## src/design/sbfd_pkg.sv

```systemverilog
// shared constants and beat type for the block deframer
`timescale 1ns / 1ps
`default_nettype none

package sbfd_pkg;

    // header layout and acceptance limits
    localparam int HDR_LEN             = 8;
    localparam int HDR_IDX_W           = 3;
    localparam int MAX_BLOCK_BYTES_DEF = 4096;

    localparam logic [7:0] SYNC0 = 8'h24;   // '$'
    localparam logic [7:0] SYNC1 = 8'h40;   // '@'

    localparam logic [15:0] ID_CMD_LO = 16'd128;
    localparam logic [15:0] ID_CMD_HI = 16'd767;
    localparam logic [15:0] ID_BLK_LO = 16'd4000;
    localparam logic [15:0] ID_BLK_HI = 16'd6015;

    // one output beat
    typedef struct packed {
        logic [7:0]  out_byte;
        logic [11:0] byte_offset;
        logic [15:0] block_ident;
        logic [12:0] block_bytes;
        logic        first_mark;
        logic        last_mark;
    } beat_t;

endpackage

`default_nettype wire

```

## src/design/sbfd_out_buf.sv

```systemverilog
// two-entry output buffer: result register plus skid register
`timescale 1ns / 1ps
`default_nettype none

module sbfd_out_buf (
    input  wire logic          aclk,
    input  wire logic          aresetn,
    input  wire logic          push_valid,
    input  wire sbfd_pkg::beat_t push_beat,
    output logic               full,
    output logic               m_valid,
    input  wire logic          m_ready,
    output sbfd_pkg::beat_t    m_beat
);
    import sbfd_pkg::*;

    beat_t head_reg;
    beat_t skid_reg;
    logic  head_valid_reg;
    logic  skid_valid_reg;
    logic  pop;

    assign pop     = head_valid_reg && m_ready;
    assign full    = skid_valid_reg;
    assign m_valid = head_valid_reg;
    assign m_beat  = head_reg;

    // push is only offered while the skid stage is empty
    always_ff @(posedge aclk) begin
        if (!aresetn) begin
            head_valid_reg <= 1'b0;
            skid_valid_reg <= 1'b0;
        end else if (pop) begin
            if (skid_valid_reg) begin
                head_reg       <= skid_reg;
                skid_valid_reg <= 1'b0;
            end else if (push_valid) begin
                head_reg <= push_beat;
            end else begin
                head_valid_reg <= 1'b0;
            end
        end else if (push_valid) begin
            if (!head_valid_reg) begin
                head_reg       <= push_beat;
                head_valid_reg <= 1'b1;
            end else begin
                skid_reg       <= push_beat;
                skid_valid_reg <= 1'b1;
            end
        end
    end

endmodule

`default_nettype wire

```

## src/design/sbf_block_deframer_core.sv

```systemverilog
// block deframer top level: sync hunt, header check, header release and body pass
// a body byte is pushed into the output buffer as its beat is taken and shown on the m_ side from its head
// a passing header is shown as eight beats, one a cycle while the output buffer is not
// full, once its eighth byte sets the release flag; s_ready stays low while the header
// release counter runs; otherwise one byte per cycle while the two-entry buffer is not full
// reset: synchronous, active low; returns to sync hunt and empties the output buffer
`timescale 1ns / 1ps
`default_nettype none

module sbf_block_deframer_core #(
    parameter int MAX_BLOCK_BYTES = sbfd_pkg::MAX_BLOCK_BYTES_DEF
) (
    input  wire logic        aclk,
    input  wire logic        aresetn,
    input  wire logic        s_valid,
    output logic             s_ready,
    input  wire logic [7:0]  s_in_byte,
    output logic             m_valid,
    input  wire logic        m_ready,
    output logic [7:0]       m_out_byte,
    output logic [11:0]      m_byte_offset,
    output logic [15:0]      m_block_ident,
    output logic [12:0]      m_block_bytes,
    output logic             m_first_mark,
    output logic             m_last_mark
);
    import sbfd_pkg::*;

    localparam int CNT_W = $clog2(MAX_BLOCK_BYTES + 1);

    typedef enum logic [1:0] {
        PH_HUNT,
        PH_HEAD,
        PH_BODY
    } phase_t;

    phase_t               phase_reg;
    logic [7:0]           header_store_reg [HDR_LEN];
    logic [CNT_W-1:0]     byte_count_reg;
    logic [CNT_W-1:0]     held_length_reg;
    logic [15:0]          held_ident_reg;
    logic                 rel_active_reg;
    logic [HDR_IDX_W-1:0] rel_cnt_reg;

    logic             accept;
    logic             buf_full;
    logic             push_valid;
    beat_t            push_beat;
    beat_t            m_beat;
    logic [15:0]      hdr_ident;
    logic [15:0]      hdr_length;
    logic             ident_ok;
    logic             length_ok;
    logic             header_pass;
    logic             head_final;
    logic [CNT_W-1:0] count_inc;
    logic [CNT_W-1:0] rel_off_inc;

    assign s_ready = !rel_active_reg && !buf_full;
    assign accept  = s_valid && s_ready;

    // header check on the arrival of its eighth byte
    assign hdr_ident  = {header_store_reg[5], header_store_reg[4]};
    assign hdr_length = {s_in_byte, header_store_reg[6]};
    assign ident_ok   = (hdr_ident >= ID_CMD_LO && hdr_ident <= ID_CMD_HI) ||
                        (hdr_ident >= ID_BLK_LO && hdr_ident <= ID_BLK_HI);
    assign length_ok  = (hdr_length >= 16'(HDR_LEN)) &&
                        (hdr_length <= 16'(MAX_BLOCK_BYTES));
    assign header_pass = (header_store_reg[1] == SYNC1) && ident_ok && length_ok;
    assign head_final  = (byte_count_reg == CNT_W'(HDR_LEN - 1));

    assign count_inc   = byte_count_reg + CNT_W'(1);
    assign rel_off_inc = CNT_W'(rel_cnt_reg) + CNT_W'(1);

    // beat selection: header release or a body byte
    always_comb begin
        push_valid            = 1'b0;
        push_beat.block_ident = held_ident_reg;
        push_beat.block_bytes = 13'(held_length_reg);
        if (rel_active_reg) begin
            push_valid            = !buf_full;
            push_beat.out_byte    = header_store_reg[rel_cnt_reg];
            push_beat.byte_offset = 12'(rel_cnt_reg);
            push_beat.first_mark  = (rel_cnt_reg == '0);
            push_beat.last_mark   = (rel_off_inc == held_length_reg);
        end else begin
            push_valid            = accept && (phase_reg == PH_BODY);
            push_beat.out_byte    = s_in_byte;
            push_beat.byte_offset = 12'(byte_count_reg);
            push_beat.first_mark  = (byte_count_reg == '0);
            push_beat.last_mark   = (count_inc == held_length_reg);
        end
    end

    // framing state, header store and release counter
    always_ff @(posedge aclk) begin
        if (!aresetn) begin
            phase_reg       <= PH_HUNT;
            byte_count_reg  <= '0;
            held_length_reg <= '0;
            held_ident_reg  <= '0;
            rel_active_reg  <= 1'b0;
            rel_cnt_reg     <= '0;
        end else begin
            if (rel_active_reg && !buf_full) begin
                rel_cnt_reg <= rel_cnt_reg + HDR_IDX_W'(1);
                if (rel_cnt_reg == HDR_IDX_W'(HDR_LEN - 1)) begin
                    rel_active_reg <= 1'b0;
                end
            end
            if (accept) begin
                unique case (phase_reg)
                    PH_HEAD: begin
                        header_store_reg[byte_count_reg[HDR_IDX_W-1:0]] <= s_in_byte;
                        byte_count_reg <= count_inc;
                        if (head_final) begin
                            phase_reg      <= PH_HUNT;
                            byte_count_reg <= '0;
                            if (header_pass) begin
                                held_ident_reg  <= hdr_ident;
                                held_length_reg <= CNT_W'(hdr_length);
                                rel_active_reg  <= 1'b1;
                                rel_cnt_reg     <= '0;
                                if (hdr_length > 16'(HDR_LEN)) begin
                                    phase_reg      <= PH_BODY;
                                    byte_count_reg <= CNT_W'(HDR_LEN);
                                end
                            end
                        end
                    end
                    PH_BODY: begin
                        byte_count_reg <= count_inc;
                        if (count_inc >= held_length_reg) begin
                            phase_reg      <= PH_HUNT;
                            byte_count_reg <= '0;
                        end
                    end
                    default: begin
                        phase_reg <= PH_HUNT;
                        if (s_in_byte == SYNC0) begin
                            header_store_reg[0] <= s_in_byte;
                            byte_count_reg      <= CNT_W'(1);
                            phase_reg           <= PH_HEAD;
                        end
                    end
                endcase
            end
        end
    end

    // output buffer
    sbfd_out_buf u_out_buf (
        .aclk       (aclk),
        .aresetn    (aresetn),
        .push_valid (push_valid),
        .push_beat  (push_beat),
        .full       (buf_full),
        .m_valid    (m_valid),
        .m_ready    (m_ready),
        .m_beat     (m_beat)
    );

    assign m_out_byte    = m_beat.out_byte;
    assign m_byte_offset = m_beat.byte_offset;
    assign m_block_ident = m_beat.block_ident;
    assign m_block_bytes = m_beat.block_bytes;
    assign m_first_mark  = m_beat.first_mark;
    assign m_last_mark   = m_beat.last_mark;

`ifndef NO_ASSERTIONS
    // no input beat is taken while the header is being released
    a_release_blocks_input: assert property (@(posedge aclk) disable iff (!aresetn)
        rel_active_reg |-> !s_ready)
        else $error("input taken during header release");

    // header gathering always sits between the sync byte and the eighth byte
    a_head_count: assert property (@(posedge aclk) disable iff (!aresetn)
        (phase_reg == PH_HEAD) |->
            (byte_count_reg != '0) && (byte_count_reg < CNT_W'(HDR_LEN)))
        else $error("header byte count out of range");

    // body count never reaches the held length
    a_body_count: assert property (@(posedge aclk) disable iff (!aresetn)
        (phase_reg == PH_BODY) |-> (byte_count_reg < held_length_reg))
        else $error("body byte count past block length");

    // a first beat is the sync byte at offset zero
    a_first_is_sync: assert property (@(posedge aclk) disable iff (!aresetn)
        (m_valid && m_first_mark) |-> (m_byte_offset == '0) && (m_out_byte == SYNC0))
        else $error("first beat is not the sync byte");
`endif

endmodule

`default_nettype wire
```

## config.mk

```make
export PLATFORM = sky130hd
export DESIGN_NAME = sbf_block_deframer_core
export DESIGN_NICKNAME = d
export VERILOG_FILES = /design/src/design/sbfd_pkg.sv /design/src/design/sbfd_out_buf.sv /design/src/design/sbf_block_deframer_core.sv
export SDC_FILE = /design/constraint.sdc
export NUM_CORES = 1
export LEC_CHECK = 0
export BUFFER_PORTS_ARGS = -buffer_cell sky130_fd_sc_hd__buf_2
export CAP_MARGIN = 10
export CORE_ASPECT_RATIO = 1.4
export CORE_MARGIN = 3
export CORE_UTILIZATION = 50
export CTS_BUF_LIST = sky130_fd_sc_hd__clkbuf_16
export DETAILED_ROUTE_END_ITERATION = 16
export PLACE_DENSITY = 0.69
export SYNTH_ARGS = -nofsm -noshare
export SYNTH_HDL_FRONTEND = slang
export SYNTH_SLANG_ARGS = --single-unit
```

## constraint.sdc

```tcl
create_clock -name aclk -period 8.1 [get_ports aclk]
set_clock_uncertainty 0.2 [all_clocks]
set_input_delay 2.43 -clock aclk [delete_from_list [all_inputs] [get_ports aclk]]
set_output_delay 2.43 -clock aclk [all_outputs]
set_load 0.03 [all_outputs]
```

==> flow_summary.toml, run 1 <==
[sta]
tightest_slew_ns = 0.972
period_needed_ns = 4.81
slew-limit-headroom_pct = 34.4
post-route-period-util_pct = 59.4
slew_viol_final = 0
setup_violations = 0
timing.setup.tns_ns = 0
fmax_mhz = 208
rsz0062_at_grt = "no"
hold_viol_final = 0

[route]
detail-route-antenna-nets = 0
vias = 5680
drt_first_iter_violations = 405
via_per_inst = 5.58
drt_pre_antenna_iters = 5
wire_per_inst_microns = 18.9
wl_microns = 19300
drcViolationCount = 0

[synth]
synth-adder-area-share_pct = 2.75
syn_inst = 702
syn-cell-area_sq_um = 9100
yosysWarnings = 0
synthSimpleGateAreaFrac_pct = 13.3
yosys.area.top_type = "edfxtp_1"
synth_area_leaders = "edfxtp_1, dfxtp_1, nand2_1"
synth_compound_area_share_pct = 5.01
synth_cell_types = 52
synthFlopType = "edfxtp_1"
synth_mux_area_share_pct = 9.27
ys_seq_elements = 216
synth_edf_count = 166
synth_xor_area_share_pct = 1.25
synth_top_area_share_pct = 54.8
synth_nets = 734
yosysSeqAreaShare_pct = 65.8
synth_top_family_by_area = "simple AND/OR/NAND/NOR gates"
async_reset_ff_share_pct = 0
syn_avg_cell_area_sq_um = 13.0

[cells_and_area]
n_fill_cell = 1389
n_antenna_cell = 0
area_delta_synth_final_pct = 14.1
final_cell_mix = "edfxtp_1, nand2_1, nor2_1"
largest_register_ffs = 64
nNetsFinal = 799
layout_commonest_cell = "edfxtp_1"
register_area_sq_um = 5990
drive_gt1_share_pct = 18.2
fin_area_sq_um = 10400
multi_input_area_sq_um = 2910

[clock_tree]
cts_setup_buffers = 0
path_clk_slew_ns = 0.06
cts.path.max_buffers = 3
cts_root_buf = "clkbuf_16"
numCtsBuffers = 21
htree_levels = 1
cts_resized = 0
cts_tree = "done"
cts_hold_buf = 0
cts_sinks = 216
clock_latency_ns = 0.50

[min_path]
hold_path.class = "reg -> reg"
hold_depth = 0
min_from = "held_ident_reg[15]"
hold_end = "u_out_buf.skid_reg[30]"

[power_and_ir_drop]
p_clk_share_pct = 44.7
peakVddDrop_uv = 203
sw_frac_of_total_pct = 19.8
p_int_mw = 1.75
comb_power_share_pct = 1.2
p_sw_uw = 433
p_leak_nw = 3.91
power_density_nw_per_um2 = 211
sequentialPowerShare_pct = 54.1

[global_routing]
grt_max_degree = 48
antenna_found_initial = 0
grt_pass1_wl_microns = 30100
grt_remaining_overflow = 0
grt_pass1_vias = 5580
globalRouteTotalUtil_pct = 19.3

[setup_path]
arrival_ns = 4.75
rr_endpoint = "byte_count_reg[3]"
worstPathMaxFanout = 37
start_kind = "input port"
rr_worst_depth = 12
criticalPathCategory = "in -> reg"
reg2reg_slack_ns = 3.95
end_kind = "flop"
critical_path_required_ns = 8.04
timing.rr.start = "byte_count_reg[0]"

[floorplan]
die_x_microns = 120
core_sq_um = 17600
io_pins = 65
dieHeight_microns = 166
die_area_sq_um = 19900
start_util_pct = 51.6
num_rows = 57

[placed_design]
portBuffers = 64
hpwl_microns = 13800
dpl_cell_area_sq_um = 9680
routabilityCongestion = 0.913

[job]
cap_viol_max_count = 0

[outcome]
outcome = "completed"
-- power groups by stage --
stage	Sequential (mW)	Clock, mW	Combinational [mW]
final	1.18	0.977	0.0253
after global routing	1.18	1.04	0.0269
after CTS	1.18	0.994	0.0251
after detailed placement	1.21	0	0.0251
after global placement	1.21	0	0.0239
after floorplan	1.21	0	0.0106
-- cell type report --
| type | count | share of cell area [%] |
|---|---|---|
| Timing Repair Buffer | 73 | 3.74 |
| Sequential cell | 216 | 57.7 |
| Clock buffer | 22 | 5.31 |
| Tap cell | 236 | 2.85 |
| Multi-Input combinational cell | 429 | 28.1 |
| Clock inverter | 16 | 1.42 |
| Inverter | 26 | 0.941 |
-- worst max-delay path by stage --
stage | from | to | slack, ns | cells past startpoint
final | aresetn | u_out_buf.skid_reg[14] | 3.29 | 4
after global routing | aresetn | u_out_buf.skid_reg[14] | 3.14 | 4
after CTS | aresetn | u_out_buf.skid_reg[14] | 3.32 | 4
after detailed placement | aresetn | u_out_buf.skid_reg[12] | 2.80 | 4
after global placement | aresetn | u_out_buf.skid_reg[12] | 2.94 | 4
after floorplan | aresetn | u_out_buf.skid_reg[0] | 1.91 | 3
-- per-stage QoR --
step / cells / hold slack [ns] / utilization, % / setup slack, ns / power [mW]
after floorplan: 702 / 0.222 / - / 1.91 / 1.22
after global placement: 980 / 0.236 / 54.9 / 2.94 / 1.23
after detailed placement: 980 / 0.238 / 54.9 / 2.80 / 1.23
after CTS: 1018 / 0.257 / 58.9 / 3.32 / 2.20
after global routing: 1018 / 0.288 / 58.9 / 3.14 / 2.25
final: 1018 / 0.254 / 58.9 / 3.29 / 2.19
-- layer usage --
layer	global-route usage (%)	share of wire, %
met1	23.5	39
met2	34.1	51
met3	3.30	5.9
met4	8.29	3.6
met5	0	0
-- cells in the mapped netlist, types with 2 or more instances --
library cell / n
a311oi_1: 2
xor2_1: 4
o31ai_1: 3
a211oi_1: 4
o21ai_0: 20
nand3_1: 14
a21oi_1: 18
xnor2_1: 9
nor2b_1: 13
or3_1: 3
mux2i_1: 37
and3_1: 5
nor4b_1: 4
clkbuf_1: 20
nor3_1: 6
nand2_1: 115
nor4_1: 10
nand2b_1: 6
nor2_1: 70
dfxtp_1: 50
buf_2: 2
ha_1: 20
buf_1: 5
o41ai_1: 2
a22o_1: 8
mux4_2: 16
nand4_1: 8
buf_4: 3
a21o_1: 3
mux2_2: 10
inv_1: 26
edfxtp_1: 166
-- logic make-up (layout without fill, tap and decap cells) --
kind of cell,count (synthesis),in the layout
buffers and inverters,57,137
and+or+nand+nor,264,264
AOI/OAI and AO/OA,69,69
adders and majority gates,20,20
xor gates and xnor gates,13,13
DFF,216,216
muxes,63,63
-- critical path, stage by stage --
cell	delay, ns
buf_2	0.27
inv_1	0.50
nor4b_4	0.95
buf_4	0.56
No activity file was read; power rests on OpenSTA's default activity.
==> run 2, diff against run 1 <==
--- a/config.mk
+++ b/config.mk
@@ -12,7 +12,7 @@
 export CORE_UTILIZATION = 50
 export CTS_BUF_LIST = sky130_fd_sc_hd__clkbuf_16
 export DETAILED_ROUTE_END_ITERATION = 16
-export PLACE_DENSITY = 0.69
+export PLACE_DENSITY = 0.66
 export SYNTH_ARGS = -nofsm -noshare
 export SYNTH_HDL_FRONTEND = slang
 export SYNTH_SLANG_ARGS = --single-unit
==> constraint.sdc (replaced) <==
create_clock -name aclk -period 4.8 [get_ports aclk]
set_clock_uncertainty 0.2 [all_clocks]
set_input_delay 1.44 -clock aclk [delete_from_list [all_inputs] [get_ports aclk]]
set_output_delay 1.44 -clock aclk [all_outputs]
set_load 0.03 [all_outputs]
==> flow_summary.toml, run 2 (synthesis results as in run 1) <==
[outcome]
outcome = "completed"

[route]
wl_microns = 18800
drt_pre_antenna_iters = 5
met2_length_microns = 9680
drt_first_iter_violations = 332
via_per_inst = 5.51
vias = 5624
drcViolationCount = 0
top_layer_used = "met4"
met1_length_microns = 7770
detail-route-antenna-nets = 0
wl_met3_microns = 788
wire_per_inst_microns = 18.4

[cells_and_area]
drive_gt1_share_pct = 17.8
nNetsFinal = 802
layout_commonest_cell = "edfxtp_1"
final_cell_mix = "edfxtp_1, nand2_1, nor2_1"
n_fill_cell = 1420
n_antenna_cell = 0
area_delta_synth_final_pct = 13.9
largest_register_ffs = 64

[job]
cap_viol_max_count = 0

[setup_path]
criticalPathCategory = "reg -> reg"
critical_path_required_ns = 4.99
arrival_ns = 3.96
end_kind = "flop"
start_kind = "flop"
worstPathMaxFanout = 9

[sta]
period_needed_ns = 3.78
fmax_mhz = 265
setup_violations = 0
tightest_slew_ns = 0.883
post-route-period-util_pct = 78.6
rsz0062_at_grt = "no"
slew_viol_final = 0
timing.final.ws_setup_ns = 1.02
timing.setup.tns_ns = 0
hold_viol_final = 0
whs_ns = 0.256
slew-limit-headroom_pct = 40.9

[floorplan]
io_pins = 65
num_rows = 57
die_x_microns = 120
start_util_pct = 51.6
die_area_sq_um = 19900
core_sq_um = 17600
dieHeight_microns = 166

[clock_tree]
cts_resized = 0
path_clk_slew_ns = 0.06
cts_hold_buf = 0
cts_setup_buffers = 0
cts_root_buf = "clkbuf_16"
cts.path.max_buffers = 3
cts_tree = "done"
numCtsBuffers = 21
htree_levels = 1
cts_sinks = 216
clock_latency_ns = 0.50

[power_and_ir_drop]
peakVddDrop_uv = 334
power_density_nw_per_um2 = 347
power_mw = 3.60
p_leak_nw = 3.93

[global_routing]
globalRouteTotalUtil_pct = 19.2
antenna_found_initial = 0
grt_max_degree = 41
grt_remaining_overflow = 0
grt_pass1_wl_microns = 30100
grt_pass1_vias = 5625

[placed_design]
hpwl_microns = 13200
portBuffers = 64
routabilityCongestion = 0.830
dp_slack_ns = 0.941

[min_path]
hold_path.class = "reg -> reg"
run 2: final cells by class:
class	instances	area (sq um)	share of cell area (%)
sequential	216	5990	57.8
clock buffer	21	526	5.07
timing repair buffer	76	423	4.08
clock inverter	17	128	1.23
tap	236	295	2.85
inverter	26	97.6	0.942
multi-input combinational	429	2910	28.1
run 2: worst max-delay path: stages, from the launching register on:
cell,delay [ns]
dfxtp_1,0.47
ha_1,0.29
nand2_1,0.15
nor3_1,0.33
nand3_1,0.14
xnor2_1,0.17
ha_1,0.30
nand4_1,0.12
nor4_1,0.39
nor4b_1,0.12
a32oi_2,0.53
o31ai_1,0.16
a211o_1,0.31
run 2: worst paths after layout:
path / startpoint / endpoint / slack, ns / cells after the start
max: byte_count_reg[0] / byte_count_reg[3] / 1.02 / 12
min: held_ident_reg[10] / u_out_buf.skid_reg[25] / 0.26 / 0
max reg2reg: byte_count_reg[0] / byte_count_reg[3] / 1.02 / 12
min reg2reg: held_ident_reg[10] / u_out_buf.skid_reg[25] / 0.26 / 0
run 2: power breakdown:
part           total (mW)  internal (mW)  switching, mW
Clock                1.56          0.903          0.655
Sequential           2.00           2.00      0.0000829
Combinational      0.0436         0.0114         0.0322
Total                3.60           2.91          0.687
run 2: through the flow:
stage	cells	area [sq um]	util (%)
6_report	1021	10400	58.8
5_1_grt	1021	10400	58.8
4_1_cts	1021	10400	58.8
3_5_place_dp	983	9710	55.1
3_3_place_gp	983	9710	55.1
2_1_floorplan	702	9110	-
run 2: routing by layer:
metal,global-route usage [%],vias to the layer above
met4,6.93,0
met3,2.59,40
met5,0,-
met1,24.3,2745
met2,33.9,147
li1,-,2692
